$ cat config.mk
export PLATFORM = sky130hd
export DESIGN_NAME = bmf_div_cell
export DESIGN_NICKNAME = d
export VERILOG_FILES = /design/src/sv/bmf_pkg.sv /design/src/sv/bmf_div_cell.sv
export SDC_FILE = /design/constraint.sdc
export NUM_CORES = 1
export LEC_CHECK = 0
export BUFFER_PORTS_ARGS = -buffer_cell sky130_fd_sc_hd__buf_2
export CAP_MARGIN = 10
export CORE_MARGIN = 3
export CORE_UTILIZATION = 45
export CTS_CLUSTER_SIZE = 24
export DETAILED_ROUTE_END_ITERATION = 8
export PLACE_DENSITY = 0.79
export SLEW_MARGIN = 30
export SYNTH_ARGS = -nofsm -noshare
export SYNTH_HDL_FRONTEND = slang
export SYNTH_SLANG_ARGS = --single-unit
$ cat constraint.sdc
create_clock -name clk -period 0.8 [get_ports clk]
set_clock_uncertainty 0.1 [all_clocks]
set_input_delay 0.12 -clock clk [delete_from_list [all_inputs] [get_ports clk]]
set_output_delay 0.12 -clock clk [all_outputs]
set_load 0.01 [all_outputs]
$ cat src/sv/bmf_pkg.sv
// ----------------------------------------------------------------------------
// bmf_pkg: shared constants of the RGB box mean filter
// Register indexes, reset values and the fixed widths of the pixel fields.
// ----------------------------------------------------------------------------
package bmf_pkg;

    localparam int PIX_W        = 8;
    localparam int CHANNELS     = 3;
    localparam int CFG_IDX_W    = 2;
    localparam int CFG_DATA_W   = 10;
    localparam int ROW_W        = 9;
    localparam int HEIGHT_LIMIT = 512;

    localparam logic [CFG_IDX_W-1:0] REG_IMAGE_WIDTH  = 2'd0;
    localparam logic [CFG_IDX_W-1:0] REG_IMAGE_HEIGHT = 2'd1;
    localparam logic [CFG_IDX_W-1:0] REG_FILTER_WIDTH = 2'd2;

    localparam logic [9:0] RESET_IMAGE_WIDTH  = 10'd512;
    localparam logic [9:0] RESET_IMAGE_HEIGHT = 10'd512;
    localparam logic [2:0] RESET_FILTER_WIDTH = 3'd3;

endpackage

$ cat src/sv/bmf_div_cell.sv
// ----------------------------------------------------------------------------
// bmf_div_cell: one cell of the divider chain
// Decides one quotient bit for all three channels and hands the partial
// remainder and quotient to the next cell on every clock.
// ----------------------------------------------------------------------------
module bmf_div_cell #(
    parameter int SUM_W = 14,
    parameter int CNT_W = 6,
    parameter int SHIFT = 0
) (
    input  logic                                       clk,
    input  logic                                       rst_n,
    input  logic                                       valid,
    input  logic                                       eof,
    input  logic [CNT_W-1:0]                           divisor,
    input  logic [bmf_pkg::CHANNELS-1:0][SUM_W-1:0]    rem,
    input  logic [bmf_pkg::CHANNELS-1:0][bmf_pkg::PIX_W-1:0] quo,
    output logic                                       valid_reg,
    output logic                                       eof_reg,
    output logic [CNT_W-1:0]                           divisor_reg,
    output logic [bmf_pkg::CHANNELS-1:0][SUM_W-1:0]    rem_reg,
    output logic [bmf_pkg::CHANNELS-1:0][bmf_pkg::PIX_W-1:0] quo_reg
);

    localparam int CMP_W = SUM_W + bmf_pkg::PIX_W + CNT_W;

    logic [CMP_W-1:0]                                 shifted;
    logic [bmf_pkg::CHANNELS-1:0][SUM_W-1:0]          rem_next;
    logic [bmf_pkg::CHANNELS-1:0][bmf_pkg::PIX_W-1:0] quo_next;

    // The divisor shifted into place; the remainder is always below twice it.
    assign shifted = CMP_W'(divisor) << SHIFT;

    always_comb
    begin
        for (int c = 0; c < bmf_pkg::CHANNELS; c++)
        begin
            if (CMP_W'(rem[c]) >= shifted)
            begin
                rem_next[c] = rem[c] - shifted[SUM_W-1:0];
                quo_next[c] = {quo[c][bmf_pkg::PIX_W-2:0], 1'b1};
            end
            else
            begin
                rem_next[c] = rem[c];
                quo_next[c] = {quo[c][bmf_pkg::PIX_W-2:0], 1'b0};
            end
        end
    end

    always_ff @(posedge clk or negedge rst_n)
    begin
        if (!rst_n)
        begin
            valid_reg <= 1'b0;
        end
        else
        begin
            valid_reg <= valid;
        end
    end

    always_ff @(posedge clk)
    begin
        eof_reg     <= eof;
        divisor_reg <= divisor;
        rem_reg     <= rem_next;
        quo_reg     <= quo_next;
    end

endmodule

==> impl_metrics.tcl, run 1 <==
set metrics [dict create \
    yosysMostFrequentCell "dfxtp_1" \
    dpl.cell_count 582 \
    synthXorXnorAreaFrac_pct 9.262 \
    port_buffers 146 \
    cts-root-buf "clkbuf_8" \
    endpoint_type "sequential cell input" \
    fp.dieH_um 86.71 \
    crit_endpoint "rem_reg[41]$_DFF_P_/D" \
    clock-sinks 74 \
    synth_top_family_by_area "simple AND/OR/NAND/NOR gates" \
    synthSimpleGateAreaFrac_pct 15.71 \
    yosys.area.top_type "dfxtp_1" \
    clock_path_buffers 2 \
    yosysWarnings 0 \
    synth_mux_area_share_pct 1.835 \
    placed_cell_area_mm2 0.004607 \
    place_congestion 0.7827 \
    num_rows 28 \
    io_pins 150 \
    start_util_pct 48.09 \
    synth-seq-cells 74 \
    synth_ff_type "dfxtp_1" \
    numCtsBuffers 9 \
    synth-adder-area-share_pct 9.731 \
    synth_compound_area_share_pct 9.518 \
    dpl.hpwl_mm 6.705 \
    tool.error "[ERROR DPL-0038] Utilization greater than 100%, impossible to legalize" \
    yosysSeqAreaShare_pct 50.70 \
    syn-instance-count 289 \
    die_x_um 86.71 \
    stop_stage "global routing (5_1_grt)" \
    syn_nets 386 \
    synth_top_area_share_pct 49.85 \
    synthTopCellsByArea "dfxtp_1 (50%), ha_1 (7.7%), xor2_1 (5.4%), xnor2_1 (3.9%), inv_1 (2.7%)" \
    outcome "aborted with a tool error" \
    synthArstFlopShare_pct 1.351 \
    synth_commonest_cells "dfxtp_1 (73), inv_1 (21), nand2_1 (20), nor2_1 (19)" \
    grt_max_degree 15 \
    synthDistinctLibCells 40 \
    ctsHtreeMaxLevel 3 \
    avgSynthCellArea_um2 10.14 \
    synth_edf_count 0 \
    synth_area_mm2 0.002932 \
]
## what timing repair did
action,4_1_cts
gates resized for setup,71
hold buffers,42
endpoints found under the hold margin,65
setup endpoints to repair,119
setup buffers,12
pin swaps,29
## through the flow
| step | worst slack (ns) | setup TNS (ns) | hold WS (ns) |
|---|---|---|---|
| 2_1_floorplan | -1.332 | -46.25 | -0.2756 |
| 3_5_place_dp | -1.520 | -57.44 | -0.2038 |
| 3_3_place_gp | -1.469 | -56.00 | -0.2055 |
| 4_1_cts | -1.121 | -54.82 | -0.1147 |
## cell families after synthesis
group                      Yosys count
xor gates and xnor gates            31
muxes                                5
and+or+nand+nor                     88
buffers and inverters               24
DFF                                 74
adders and majority gates           21
AOI/OAI and AO/OA                   46
==> inputs of run 2 (changes only) <==
--- a/config.mk
+++ b/config.mk
@@ -8,10 +8,9 @@
 export BUFFER_PORTS_ARGS = -buffer_cell sky130_fd_sc_hd__buf_2
 export CAP_MARGIN = 10
 export CORE_MARGIN = 3
-export CORE_UTILIZATION = 45
-export CTS_CLUSTER_SIZE = 24
+export CORE_UTILIZATION = 40
 export DETAILED_ROUTE_END_ITERATION = 8
-export PLACE_DENSITY = 0.79
+export PLACE_DENSITY_LB_ADDON = 0.15
 export SLEW_MARGIN = 30
 export SYNTH_ARGS = -nofsm -noshare
 export SYNTH_HDL_FRONTEND = slang
==> impl_metrics.tcl, run 2 <==
set metrics [dict create \
    outcome "finished, violations left" \
    violations "negative hold slack, negative setup slack" \
    synthToLayoutAreaGrowth_pct 109.3 \
    holdBufCountCts 42 \
    yosysMostFrequentCell "dfxtp_1" \
    cts_tree "yes" \
    nets 677 \
    setup_tns_ns -55.91 \
    routed_via_density 4.765 \
    power.leakage_nw 2.783 \
    crit_chain "buf_6 > or4_4 > or3_4 > or4_4 > nor2_4 > nor2_1 > mux2_2" \
    critPathLaunch "rem[36]" \
    hp-start "rem[39]" \
    critPathSlowestCell "or4_4" \
    clock_path_buffers 2 \
    cts-root-buf "clkbuf_8" \
    maxCapViolCount 0 \
    synth_area_mm2 0.002932 \
    crit_fanout 6 \
    fin_ws_ns -1.119 \
    p_per_area_mw_per_mm2 1722 \
    synth_top_area_share_pct 49.85 \
    grt_first_pass_wirelength_mm 15.47 \
    synthSimpleGateAreaFrac_pct 15.71 \
    hp-class "input pin to flip-flop" \
    final_area_mm2 0.006137 \
    wl_per_cell_um 16.56 \
    whs_endpoint "rem_reg[39]$_DFF_P_" \
    avgSynthCellArea_um2 10.14 \
    synth_compound_area_share_pct 9.518 \
    synthXorXnorAreaFrac_pct 9.262 \
    fin_util_pct 88.38 \
    num_rows 30 \
    numCtsBuffers 9 \
    fin_cells 681 \
    synth_edf_count 0 \
    grt_pass1_vias 3276 \
    dpl.hpwl_mm 6.550 \
    synth_mux_area_share_pct 1.835 \
    syn-instance-count 289 \
    final_common_cell "buf_2" \
    drt-pass1-iter-count 6 \
    critPathTopFamily "simple AND/OR/NAND/NOR gates" \
    synth_top_family_by_area "simple AND/OR/NAND/NOR gates" \
    synth_commonest_cells "dfxtp_1 (73), inv_1 (21), nand2_1 (20), nor2_1 (19)" \
    min_path_cells 2 \
    dpl.cell_count 600 \
    synth_ff_type "dfxtp_1" \
    irDropWorstVdd_v 0.001134 \
    mostFrequentLayoutCells "buf_2 (97), buf_4 (76), buf_6 (65), dlygate4sd3_1 (41), dfxtp_2 (38)" \
    drtAntennaViolNets 0 \
    tightest_slew_ns 0.3768 \
    vias 3245 \
    place_congestion 0.8220 \
    cp_num_buf_inv 1 \
    core_mm2 0.006944 \
    yosys.area.top_type "dfxtp_1" \
    clkTransAtPathRegs_ns 0.08 \
    final_max_slew_viol_count 0 \
    synth-adder-area-share_pct 9.731 \
    grtUsageTotal_pct 23.06 \
    cp-end-kind "flip-flop" \
    period_share_pct 239.8 \
    fp.dieH_um 91.61 \
    synthDistinctLibCells 40 \
    synthTopCellsByArea "dfxtp_1 (50%), ha_1 (7.7%), xor2_1 (5.4%), xnor2_1 (3.9%), inv_1 (2.7%)" \
    synth-seq-cells 74 \
    die_area_mm2 0.008392 \
    syn_nets 386 \
    drc 0 \
    crit_type "input pin to flip-flop" \
    setup_viol 119 \
    ctsHtreeMaxLevel 3 \
    slew_headroom_pct 74.77 \
    yosysSeqAreaShare_pct 50.70 \
    fillers 320 \
    hold_viol_final 20 \
    max_freq_mhz 521.2 \
    grt_max_degree 14 \
    rsz0062_at_grt "yes" \
    cpPeakStageDelay_ns 0.52 \
    drtIter0Drc 118 \
    critical_path_required_ns 0.94 \
    cp_data_arrival_time_ns 2.05 \
    whs_ns -0.1079 \
    min_period_ns 1.919 \
    yosysWarnings 0 \
    grt_remaining_overflow 0 \
    antenna_found_initial 0 \
    final-seq-area_mm2 0.001534 \
    layout-drive-gt1-share_pct 64.62 \
    die_x_um 91.61 \
    multiInputGateArea_mm2 0.001892 \
    worst_path_most_repeated_cell "or4_4" \
    start_util_pct 42.22 \
    dpl_worst_slack_ns -1.509 \
    start_kind "input pin" \
    antenna_cells 0 \
    clock-sinks 74 \
    synthArstFlopShare_pct 1.351 \
    largest_register_ff_count 42 \
    io_pins 150 \
    port_buffers 146 \
    drt-total-wl_mm 11.28 \
    placed_cell_area_mm2 0.004598 \
]
==> run 2: cell counts after synthesis <==
No cell type changed its count.
==> run 2: kinds of logic (layout without fill, tap and decap cells) <==
group / count (synthesis) / in the layout
AOI/OAI and AO/OA: 46 / 46
xor gates and xnor gates: 31 / 31
adders and majority gates: 21 / 21
buffers and inverters: 24 / 320
DFF: 74 / 74
muxes: 5 / 5
and+or+nand+nor: 88 / 88
==> run 2: layout make-up <==
| type | instances | share of cell area, % |
|---|---|---|
| multi-input combinational | 191 | 30.83 |
| inverter | 21 | 1.713 |
| clock inverter | 6 | 1.468 |
| sequential | 74 | 24.99 |
| clock buffer | 10 | 2.080 |
| timing repair buffer | 283 | 36.96 |
| tap | 96 | 1.957 |
==> run 2: worst max path at each step <==
stage                          endpoint  cells after the start  slack (ns)
floorplan           rem_reg[41]$_DFF_P_                      6       -1.33
global placement    rem_reg[41]$_DFF_P_                      7       -1.49
detailed placement  rem_reg[41]$_DFF_P_                      7       -1.51
CTS                 rem_reg[41]$_DFF_P_                      7       -1.11
global route        rem_reg[41]$_DFF_P_                      7       -1.17
finish              rem_reg[41]$_DFF_P_                      7       -1.12
==> run 2: through the flow <==
stage	power, W	hold slack, ns
after CTS	0.01007	-0.1182
after detailed placement	0.006428	-0.2022
after global routing	0.01098	-0.1202
final	0.01057	-0.1079
after global placement	0.006375	-0.2054
after floorplan	0.005311	-0.2756
==> run 2: timing repair <==
action / in CTS / in global routing
endpoints found under the hold margin: 69 / 25
gates cloned: 1 / 0
buffers inserted: 15 / 9
pin swaps: 32 / 27
setup endpoints to repair: 119 / 120
resized for setup: 82 / 101
==> run 2: power by group <==
part           leakage (nW)  switching (W)  internal, W
logic                  2.05        0.00135      0.00173
clock network         0.107        0.00148      0.00177
registers             0.625       0.000145      0.00409
==> run 2: metal layers <==
layer / global-route usage [%] / part of all wire [%] / vias to the layer above
li1: - / - / 1580
met1: 26.23 / 38 / 1520
met2: 42.12 / 54 / 122
met3: 6.809 / 5.7 / 23
met4: 5.402 / 2.4 / 0
met5: 0 / 0 / -
Power figures use the tool's default switching activity.
==> inputs of run 3 (changes only) <==
--- a/config.mk
+++ b/config.mk
@@ -7,9 +7,12 @@
 export LEC_CHECK = 0
 export BUFFER_PORTS_ARGS = -buffer_cell sky130_fd_sc_hd__buf_2
 export CAP_MARGIN = 10
+export CELL_PAD_IN_SITES_DETAIL_PLACEMENT = 0
+export CELL_PAD_IN_SITES_GLOBAL_PLACEMENT = 2
 export CORE_MARGIN = 3
-export CORE_UTILIZATION = 40
+export CORE_UTILIZATION = 26
 export DETAILED_ROUTE_END_ITERATION = 8
+export MAX_ROUTING_LAYER = met4
 export PLACE_DENSITY_LB_ADDON = 0.15
 export SLEW_MARGIN = 30
 export SYNTH_ARGS = -nofsm -noshare
==> constraint.sdc (replaced) <==
create_clock -name clk -period 0.8 [get_ports clk]
set_clock_uncertainty 0.1 [all_clocks]
set_input_delay 0.12 -clock clk [delete_from_list [all_inputs] [get_ports clk]]
set_output_delay 0.12 -clock clk [all_outputs]
set_load 0.005 [all_outputs]
==> impl_metrics.tcl, run 3 (synthesis gave the netlist of run 2 again) <==
set metrics [dict create \
    grt_first_pass_wirelength_mm 15.10 \
    place_congestion 0.7563 \
    setup_viol 119 \
    whs_ns -0.1109 \
    holdBufCountCts 39 \
    grt_max_degree 16 \
    start_util_pct 26.81 \
    whs_endpoint "rem_reg[26]$_DFF_P_" \
    grt_remaining_overflow 0 \
    outcome "finished, violations left" \
    io_pins 150 \
    power.leakage_nw 2.793 \
    dpl.cell_count 656 \
    period_share_pct 245.6 \
    cts_tree "yes" \
    routed_via_density 4.283 \
    drt-total-wl_mm 9.479 \
    final_max_slew_viol_count 0 \
    max_freq_mhz 508.9 \
    hp-class "input pin to flip-flop" \
    rsz0062_at_grt "yes" \
    antenna_found_initial 0 \
    fp.dieH_um 112.2 \
    drtIter0Drc 73 \
    critical_path_required_ns 0.96 \
    num_rows 38 \
    final-seq-area_mm2 0.001514 \
    nets 679 \
    grtUsageTotal_pct 15.51 \
    min_path_cells 2 \
    fin_cells 727 \
    ctsHtreeMaxLevel 3 \
    fillers 987 \
    final_common_cell "buf_2" \
    tightest_slew_ns 0.3886 \
    clock_path_buffers 2 \
    hold_viol_final 20 \
    drc 0 \
    antenna_cells 0 \
    core_mm2 0.01094 \
    cp_data_arrival_time_ns 2.13 \
    vias 3114 \
    die_x_um 112.2 \
    layout-drive-gt1-share_pct 62.18 \
    min_period_ns 1.965 \
    crit_type "input pin to flip-flop" \
    largest_register_ff_count 42 \
    die_area_mm2 0.01259 \
    start_kind "input pin" \
    dpl.hpwl_mm 7.125 \
    p_per_area_mw_per_mm2 1812 \
    dpl_worst_slack_ns -1.528 \
    cpPeakStageDelay_ns 0.53 \
    fin_util_pct 55.54 \
    port_buffers 146 \
    crit_fanout 5 \
    wl_per_cell_um 13.04 \
    slew_headroom_pct 74.01 \
    cp-end-kind "flip-flop" \
    cts-root-buf "clkbuf_16" \
    drtAntennaViolNets 0 \
    hp-start "rem[26]" \
    drt-pass1-iter-count 4 \
    violations "negative hold slack, negative setup slack" \
    synthToLayoutAreaGrowth_pct 107.2 \
    clock-sinks 74 \
    crit_chain "buf_6 > or4_4 > or3_4 > or4_4 > nor2_4 > buf_4 > buf_6 > inv_1 > a21oi_1" \
    multiInputGateArea_mm2 0.001873 \
    mostFrequentLayoutCells "buf_2 (123), buf_4 (80), dfxtp_1 (51), buf_6 (40), dlygate4sd3_1 (37)" \
    critPathSlowestCell "or4_4" \
    irDropWorstVdd_v 0.001533 \
    clkTransAtPathRegs_ns 0.06 \
    numCtsBuffers 9 \
    grt_pass1_vias 3124 \
    maxCapViolCount 0 \
    fin_ws_ns -1.165 \
]
[run 3: cell types whose count changed in the layout (fill, tap and decap cells not counted), sizes merged]
cell and change:
dlygate4sd3 -4, buf +3, inv +3, dlymetal6s4s +2, bufinv -1, clkinv -1
[run 3: metrics by stage]
stage          total power, W  TNS [ns]  area (um2)
2_1_floorplan        0.005167    -46.25        3239
3_3_place_gp         0.006351    -57.79        4756
3_5_place_dp         0.006370    -58.24        4756
4_1_cts               0.01096    -54.85        5777
5_1_grt               0.01161    -60.57        6073
6_report              0.01100    -55.95        6073
[run 3: area by class of cell]
| type | instances | share of cell area (%) |
|---|---|---|
| repair buffers | 285 | 34.57 |
| inverters | 21 | 1.689 |
| clock inverters | 7 | 1.380 |
| flip-flops and latches | 74 | 24.93 |
| clock buffers | 9 | 3.708 |
| well taps | 140 | 2.884 |
| multi-input cells | 191 | 30.84 |
[run 3: worst max-delay path by stage]
stage	endpoint	slack (ns)	cells past startpoint	from
floorplan	rem_reg[41]$_DFF_P_	-1.33	6	rem[36]
CTS	rem_reg[28]$_DFF_P_	-1.15	9	rem[36]
global placement	rem_reg[41]$_DFF_P_	-1.51	7	rem[36]
finish	rem_reg[28]$_DFF_P_	-1.16	9	rem[36]
global route	rem_reg[28]$_DFF_P_	-1.24	9	rem[37]
detailed placement	rem_reg[41]$_DFF_P_	-1.53	7	rem[36]
[run 3: routing by layer]
layer  global-route usage [%]  vias up  part of all wire, %
met5                        -        -                    0
li1                         -     1584                    -
met4                    4.327        0                  1.1
met3                    4.474        8                  7.3
met2                    26.38      103                   50
met1                    17.88     1419                   41
[run 3: critical path, delay by kind of cell]
kind	cells	cell delay, ns
buf+inv	4	0.37
compound gates	1	0.12
simple gates	4	1.52
[run 3: power by group]
group	internal [W]	switching, W	leakage (nW)
logic	0.00155	0.00110	2.02
clock network	0.00248	0.00170	0.149
registers	0.00408	0.000101	0.626
[run 3: timing repair]
action,4_1_cts,5_1_grt
resized for setup,60,69
endpoints found under the setup margin,119,121
gates cloned,2,0
endpoints found under the hold margin,61,17
buffers inserted,7,10
pin swaps,36,28
==> inputs of run 4 (changes only) <==
--- a/config.mk
+++ b/config.mk
@@ -5,6 +5,7 @@
 export SDC_FILE = /design/constraint.sdc
 export NUM_CORES = 1
 export LEC_CHECK = 0
+export ABC_AREA = 1
 export BUFFER_PORTS_ARGS = -buffer_cell sky130_fd_sc_hd__buf_2
 export CAP_MARGIN = 10
 export CELL_PAD_IN_SITES_DETAIL_PLACEMENT = 0
==> impl_metrics.tcl, run 4 <==
set metrics [dict create \
    p_clk_share_pct 36.5 \
    clock_path_buffers 2 \
    grt_first_pass_wirelength_mm 19.37 \
    synth_top_area_share_pct 40.80 \
    final_common_cell "buf_2" \
    antenna_found_initial 0 \
    critPathSlowestCell "ha_4" \
    port_buffers 146 \
    outcome "finished, violations left" \
    fin_cells 941 \
    numCtsBuffers 9 \
    clock-sinks 74 \
    mostFrequentLayoutCells "buf_2 (128), nand2_1 (97), buf_4 (96), dfxtp_1 (54), inv_1 (50)" \
    slew_headroom_pct 83.68 \
    p_int_w 0.008264 \
    worst_path_most_repeated_cell "nand2_4" \
    core_mm2 0.01335 \
    violations "negative hold slack, negative setup slack" \
    yosysWarnings 0 \
    fin_ws_ns -0.5787 \
    critPathTopFamily "simple AND/OR/NAND/NOR gates" \
    synth-seq-cells 74 \
    hold_viol_final 10 \
    synthTopCellsByArea "dfxtp_1 (41%), nand2_1 (13%), ha_1 (6.3%), inv_1 (6.2%), nand3_1 (4.2%)" \
    grt_remaining_overflow 0 \
    rsz0062_at_grt "yes" \
    max_freq_mhz 725.3 \
    nets 857 \
    synth_ff_type "dfxtp_1" \
    p_seq_share_pct 36.3 \
    wl_per_cell_um 12.70 \
    dpl_worst_slack_ns -1.055 \
    hp-class "input pin to flip-flop" \
    synthDistinctLibCells 32 \
    synth_area_mm2 0.003582 \
    synth_commonest_cells "nand2_1 (128), dfxtp_1 (73), inv_1 (59), nor2_1 (38), nand3_1 (30)" \
    clkTransAtPathRegs_ns 0.06 \
    grt_pass1_vias 4109 \
    tightest_slew_ns 0.2447 \
    combPwrFrac_pct 27.2 \
    place_congestion 0.7921 \
    start_kind "input pin" \
    drt-total-wl_mm 11.95 \
    whs_ns -0.08121 \
    die_x_um 123.4 \
    grtUsageTotal_pct 16.94 \
    syn_nets 558 \
    layout-drive-gt1-share_pct 55.56 \
    drtAntennaViolNets 0 \
    io_pins 150 \
    power.leakage_nw 3.343 \
    maxCapViolCount 0 \
    placed_cell_area_mm2 0.005380 \
    cp_data_arrival_time_ns 1.51 \
    cts-root-buf "clkbuf_16" \
    final_max_slew_viol_count 0 \
    synth_edf_count 0 \
    fillers 1344 \
    synthToLayoutAreaGrowth_pct 90.15 \
    power_switching_w 0.003266 \
    cts_tree "yes" \
    final_area_mm2 0.006812 \
    dpl.cell_count 870 \
    swShare_pct 28.33 \
    irDropWorstVdd_v 0.0009066 \
    fp.dieH_um 123.4 \
    num_rows 42 \
    setup_viol 119 \
    drc 0 \
    vias 3943 \
    crit_chain "buf_8 > clkinvlp_4 > ha_4 > nand2_4 > nor3_4 > nor2_4 > nand2_2 > inv_4 > buf_12 > nand2_4 > o21ai_2" \
    start_util_pct 26.84 \
    routed_via_density 4.190 \
    cpPeakStageDelay_ns 0.37 \
    antenna_cells 0 \
    drtIter0Drc 126 \
    ctsHtreeMaxLevel 3 \
    syn-instance-count 461 \
    largest_register_ff_count 42 \
    synthArstFlopShare_pct 1.351 \
    crit_type "input pin to flip-flop" \
    yosysMostFrequentCell "nand2_1" \
    yosys.area.top_type "dfxtp_1" \
    crit_fanout 7 \
    drt-pass1-iter-count 5 \
    grt_max_degree 16 \
    critical_path_required_ns 0.94 \
    min_period_ns 1.379 \
    avgSynthCellArea_um2 7.770 \
    die_area_mm2 0.01522 \
    p_per_area_mw_per_mm2 1693 \
    yosysSeqAreaShare_pct 41.49 \
    period_share_pct 172.3 \
    fin_util_pct 51.03 \
    dpl.hpwl_mm 9.100 \
    cp-end-kind "flip-flop" \
    cp_num_buf_inv 4 \
]
[run 4: logic make-up after synthesis]
| logic type | share of synthesized area [%] |
|---|---|
| simple gates | 29.93 |
| compound gates | 8.593 |
| flops | 41.49 |
| xor+xnor | 3.912 |
| fa+ha+maj | 7.964 |
| buf+inv | 8.103 |
[run 4: routing by layer]
layer | vias up | share of wire (%) | track usage, %
li1 | 2066 | - | -
met2 | 105 | 49 | 28.27
met1 | 1759 | 44 | 19.81
met5 | - | 0 | -
met3 | 13 | 5.8 | 3.843
met4 | 0 | 1.7 | 6.644
[run 4: power groups by stage]
stage | clock network (W) | registers (W) | logic [W]
3_3_place_gp | 0 | 0.00422 | 0.00248
2_1_floorplan | 0 | 0.00428 | 0.00113
3_5_place_dp | 0 | 0.00423 | 0.00248
5_1_grt | 0.00451 | 0.00422 | 0.00347
6_report | 0.00421 | 0.00418 | 0.00314
4_1_cts | 0.00438 | 0.00416 | 0.00293
[run 4: final cells by class]
class | instances | area [um2] | share of cell area [%]
clock buffers | 9 | 225.2 | 3.306
clock inverters | 7 | 82.58 | 1.212
inverters | 65 | 300.3 | 4.409
multi-input cells | 319 | 2377 | 34.90
flip-flops and latches | 74 | 1510 | 22.17
well taps | 176 | 220.2 | 3.233
repair buffers | 289 | 2073 | 30.44
repair inverters | 2 | 22.52 | 0.3306
[run 4: repair_timing]
action | CTS | global route
setup endpoints to repair | 119 | 121
cloned | 2 | 0
pin swaps | 20 | 29
setup buffers | 8 | 4
hold endpoints to repair | 51 | 7
gates resized for setup | 89 | 69
hold buffers | 41 | 1
[run 4: final timing paths]
check	cells past startpoint	to	startpoint
max in group asynchronous	2	valid_reg$_DFF_PN0_	rst_n
setup / recovery	11	rem_reg[32]$_DFF_P_	divisor[5]
hold / removal	3	rem_reg[29]$_DFF_P_	rem[29]
min in group asynchronous	2	valid_reg$_DFF_PN0_	rst_n
[run 4: metrics by stage]
step / TNS, ns / power [W]
floorplan: -27.48 / 0.005411
global placement: -41.00 / 0.006701
detailed placement: -41.91 / 0.006706
CTS: -37.53 / 0.01147
global route: -42.44 / 0.01220
finish: -36.49 / 0.01153
